===== config.mk =====
export PLATFORM = sky130hd
export DESIGN_NAME = lkc_cell
export DESIGN_NICKNAME = d
export VERILOG_FILES = /design/src/hdl/lkc_pkg.sv /design/src/hdl/lkc_cell.sv
export SDC_FILE = /design/constraint.sdc
export NUM_CORES = 1
export LEC_CHECK = 0
export BUFFER_PORTS_ARGS = -buffer_cell sky130_fd_sc_hd__buf_2
export CELL_PAD_IN_SITES_DETAIL_PLACEMENT = 2
export CELL_PAD_IN_SITES_GLOBAL_PLACEMENT = 2
export CORE_MARGIN = 10
export CORE_UTILIZATION = 34
export CTS_BUF_LIST = sky130_fd_sc_hd__clkbuf_4
export CTS_CLUSTER_DIAMETER = 50
export DETAILED_ROUTE_END_ITERATION = 16
export PLACE_DENSITY_LB_ADDON = 0.1
export SYNTH_ARGS = -nofsm -noshare
export SYNTH_HDL_FRONTEND = slang
export SYNTH_SLANG_ARGS = --single-unit
export TNS_END_PERCENT = 100

===== constraint.sdc =====
create_clock -name clock -period 15.44 [get_ports clock]
set_input_delay 2.316 -clock clock [delete_from_list [all_inputs] [get_ports clock]]
set_output_delay 2.316 -clock clock [all_outputs]
set_load 0.01 [all_outputs]

===== src/hdl/lkc_pkg.sv =====
package lkc_pkg;

   localparam int ENTRIES = 64;
   localparam int IDX_W   = (ENTRIES > 1) ? $clog2(ENTRIES) : 1;
   localparam int SLOT_W  = 6;
   localparam int KEY_W   = 32;
   localparam int COST_W  = 16;
   localparam int STAMP_W = 64;
   localparam int STATUS_W = 3;

   typedef logic [IDX_W-1:0]    idx_type;
   typedef logic [KEY_W-1:0]    key_type;
   typedef logic [COST_W-1:0]   cost_type;
   typedef logic [STAMP_W-1:0]  stamp_type;
   typedef logic [STATUS_W-1:0] status_type;

   localparam status_type ST_HIT     = 3'd0;
   localparam status_type ST_MISS    = 3'd1;
   localparam status_type ST_UPDATED = 3'd2;
   localparam status_type ST_FILLED  = 3'd3;
   localparam status_type ST_EVICTED = 3'd4;

   localparam logic MODE_INSERT = 1'b0;
   localparam logic MODE_LOOKUP = 1'b1;

   typedef struct packed {
      logic     mode;
      key_type  key;
      cost_type latency_in;
      cost_type energy_in;
   } req_type;

   typedef struct packed {
      status_type        status;
      logic [SLOT_W-1:0] slot;
      cost_type          latency_out;
      cost_type          energy_out;
   } rsp_type;

   // Search record that walks down the row of cells, one cell per cycle.
   typedef struct packed {
      logic      active;
      key_type   key;
      logic      hit;
      idx_type   hit_idx;
      cost_type  hit_lat;
      cost_type  hit_eng;
      logic      free;
      idx_type   free_idx;
      logic      old;
      stamp_type old_stamp;
      idx_type   old_idx;
   } tok_type;

   // Write broadcast to every cell; only the addressed cell takes it.
   typedef struct packed {
      logic      en;
      logic      full;
      idx_type   slot;
      key_type   key;
      cost_type  lat;
      cost_type  eng;
      stamp_type stamp;
   } wr_type;

endpackage


===== src/hdl/lkc_cell.sv =====
module lkc_cell (
   input  logic             clock,
   input  logic             reset,
   input  lkc_pkg::idx_type cell_idx,
   input  lkc_pkg::tok_type tok_prev,
   output lkc_pkg::tok_type tok_next,
   input  lkc_pkg::wr_type  wr
);
   import lkc_pkg::*;

   logic      valid_ff;
   key_type   key_ff;
   cost_type  lat_ff;
   cost_type  eng_ff;
   stamp_type stamp_ff;
   tok_type   tok_ff;
   tok_type   tok_in;

   always_comb begin
      tok_in = tok_prev;
      if (!tok_prev.hit && valid_ff && key_ff == tok_prev.key) begin
         tok_in.hit     = 1'b1;
         tok_in.hit_idx = cell_idx;
         tok_in.hit_lat = lat_ff;
         tok_in.hit_eng = eng_ff;
      end
      if (!tok_prev.free && !valid_ff) begin
         tok_in.free     = 1'b1;
         tok_in.free_idx = cell_idx;
      end
      // Strict compare keeps the lowest index on equal stamps.
      if (!tok_prev.old || stamp_ff < tok_prev.old_stamp) begin
         tok_in.old       = 1'b1;
         tok_in.old_stamp = stamp_ff;
         tok_in.old_idx   = cell_idx;
      end
   end

   always_ff @(posedge clock) begin
      if (reset) begin
         valid_ff      <= 1'b0;
         tok_ff.active <= 1'b0;
      end else begin
         tok_ff <= tok_in;
         if (wr.en && wr.slot == cell_idx) begin
            stamp_ff <= wr.stamp;
            if (wr.full) begin
               valid_ff <= 1'b1;
               key_ff   <= wr.key;
               lat_ff   <= wr.lat;
               eng_ff   <= wr.eng;
            end
         end
      end
   end

   assign tok_next = tok_ff;

endmodule


==> flow_summary.json <==
{
  "cp_slowest_stage_delay_ns": 0.80,
  "drt-pass1-iter-count": 4,
  "clock.fmax_mhz": 200,
  "antenna_found_initial": 24,
  "synthCells": 848,
  "grt_usage": 0.211,
  "netlist_area_sq_um": 12600,
  "drive_gt1_frac": 0.450,
  "placementRows": 70,
  "worstSetupEndpointType": "register",
  "clock_sinks": 279,
  "ir_worst_vdd_v": 0.0000484,
  "ant_nets": 0,
  "synth-seq-cells": 279,
  "cts_buffers": 82,
  "dpl-instance-area_sq_um": 15300,
  "initial_core_util": 0.345,
  "core_sq_um": 36600,
  "drc_errors": 0,
  "fillCellCount": 3743,
  "min_period_ns": 4.99,
  "nets": 1708,
  "wl_per_cell_um": 25.9,
  "synth_edf_count": 277,
  "path_class": "input port to register",
  "synth-seq-area-share": 0.662,
  "port-buffer-count": 443,
  "rsz0062_at_grt": "no",
  "power_density_nw_per_um2": 107,
  "dp_hpwl_mm": 36.7,
  "post_cts_buffers": 0,
  "viasPerCell": 4.96,
  "syn_nets": 1205,
  "min_period_over_period": 0.323,
  "cts_resized": 0,
  "status": "completed",
  "yosysMostFrequentCell": "edfxtp_1",
  "drtIter0Drc": 467,
  "htreeDepth": 3,
  "cpMostUsedCell": "buf_4",
  "holdBufCountCts": 0,
  "tns_ns": 0,
  "fin_area_sq_um": 16400,
  "grt_overflow": 0,
  "die-area_sq_um": 45300,
  "start_kind": "input port",
  "vias": 9413,
  "grt_max_degree": 81,
  "pre_cts_ws_ns": 9.66,
  "die_w_um": 213,
  "placedCellCount": 1735,
  "clk_pin_slew_ns": 0.06,
  "wl_mm": 49.2,
  "grt_pass1_vias": 10300,
  "ys.flop_type": "edfxtp_1",
  "synth.largest_area_cell": "edfxtp_1",
  "cp.arrival_ns": 5.32,
  "synth.avg_cell_area_sq_um": 14.9,
  "insertion_delay_ns": 0.73,
  "cts_root_buf": "clkbuf_4",
  "yosysTopAreaCellShare": 0.658,
  "setup_viol": 0,
  "cts_buffer_depth": 3,
  "hp-class": "register to register",
  "cap_violations": 0,
  "power_leakage_nw": 6.92,
  "setup_ws_ns": 10.45,
  "fp.dieH_um": 213,
  "worst_hold_slack_ns": 0.497,
  "slew_headroom": 0.278,
  "cts_tree": "yes",
  "finalHoldViolations": 0,
  "worstMarginPinSlew_ns": 1.08,
  "syn_to_final_growth_pct": 29.9,
  "synth_cell_types": 43,
  "crit_fanout": 80,
  "ys_top_cells_by_area": "edfxtp_1 (66%), ha_1 (6.2%), a221o_1 (5.1%)",
  "clock_skew_ns": 0.0457,
  "crit_required_ns": 15.77,
  "path_cells": "buf_2, inv_6, nand4_1, nor4_2, buf_4, and2_2, buf_4",
  "yosys_warnings": 0,
  "gp_congestion": 0.775,
  "num_io_pins": 444,
  "critPathSlowestCell": "buf_4",
  "synth_common_cells": "edfxtp_1 (277), inv_1 (70), and2_1 (65), nor2b_1 (65), a221o_1 (64)",
  "grt_pass1_wl_mm": 70.1,
  "drv_slew": 0,
  "ys_async_sr_fraction": 0,
  "layout.cells.non_filler": 1896
}
## per-layer routing
layer | up-vias | wire length [um] | track usage
li1 | 4273 | - | -
met1 | 4647 | 18700 | 0.231
met2 | 385 | 24800 | 0.365
met3 | 84 | 4680 | 0.0852
met4 | 24 | 875 | 0.0692
met5 | - | 172 | 0
## stage by stage
step,util,power [mW]
2_1_floorplan,-,0.969
3_3_place_gp,0.419,1.06
3_5_place_dp,0.419,1.07
4_1_cts,0.447,1.79
5_1_grt,0.447,1.85
6_report,0.448,1.76
## where the power goes
group / internal [mW] / switching [mW] / leakage [nW] / total, mW
registers: 0.866 / 0.00954 / 2.62 / 0.875
clock network: 0.372 / 0.335 / 0.615 / 0.707
logic: 0.0769 / 0.0982 / 3.69 / 0.175
total: 1.31 / 0.443 / 6.92 / 1.76
## state kept, by name (all words and copies together), names as in the netlist
register / flops
eng_ff: 16
key_ff: 32
lat_ff: 16
stamp_ff: 64
tok_next: 150
valid_ff: 1
## worst paths after layout
path                      from      endpoint  slack, ns  cells past startpoint
setup reg to reg  stamp_ff[46]   tok_next[3]      11.99                      8
setup / recovery         reset    eng_ff[14]      10.45                      7
hold / removal        valid_ff  tok_next[77]       0.50                      1
hold reg to reg       valid_ff  tok_next[77]       0.50                      1
## cell type report
class / instances / area, sq um / area share
sequential: 279 / 8360 / 0.509
antenna: 16 / 40.0 / 0.00244
inverter: 70 / 268 / 0.0163
clock inverter: 25 / 126 / 0.00770
timing repair buffer: 451 / 2280 / 0.139
clock buffer: 120 / 901 / 0.0549
tap: 468 / 586 / 0.0357
multi-input combinational: 467 / 3850 / 0.235
## critical path, delay by kind of cell
family / cells / cell delay (ns)
simple gates: 3 / 0.71
buf+inv: 4 / 2.14
## cells by family (layout without fill, tap and decap cells)
| group | Yosys count | in the layout | synth area share |
|---|---|---|---|
| DFF | 279 | 279 | 0.662 |
| and+or+nand+nor | 196 | 196 | 0.0918 |
| AOI/OAI and AO/OA | 119 | 119 | 0.0773 |
| buffers and inverters | 102 | 666 | 0.0358 |
| adders and majority gates | 63 | 63 | 0.0624 |
| muxes | 50 | 50 | 0.0446 |
| xor gates and xnor gates | 38 | 38 | 0.0263 |
| other | 1 | 17 | 0.000297 |
## placed cells by master, fill, tap and decap left out, drive strengths merged, types with 2 or more instances in the layout
cell,instances
buf,451
edfxtp,277
clkbuf,120
inv,73
and2,66
nor2b,65
a221o,64
ha,63
mux2,50
xor2,33
a21oi,24
nand2,21
clkinv,20
diode,16
o21ai,12
nand4,11
nor4,10
nor2,7
xnor2,5
nand3,4
and4,3
a21o,3
nor3,2
o21a,2
nand2b,2
a2111oi,2
a221oi,2
a211oi,2
o211ai,2
dfxtp,2
or2,2
(Power assumes the default switching activity.)
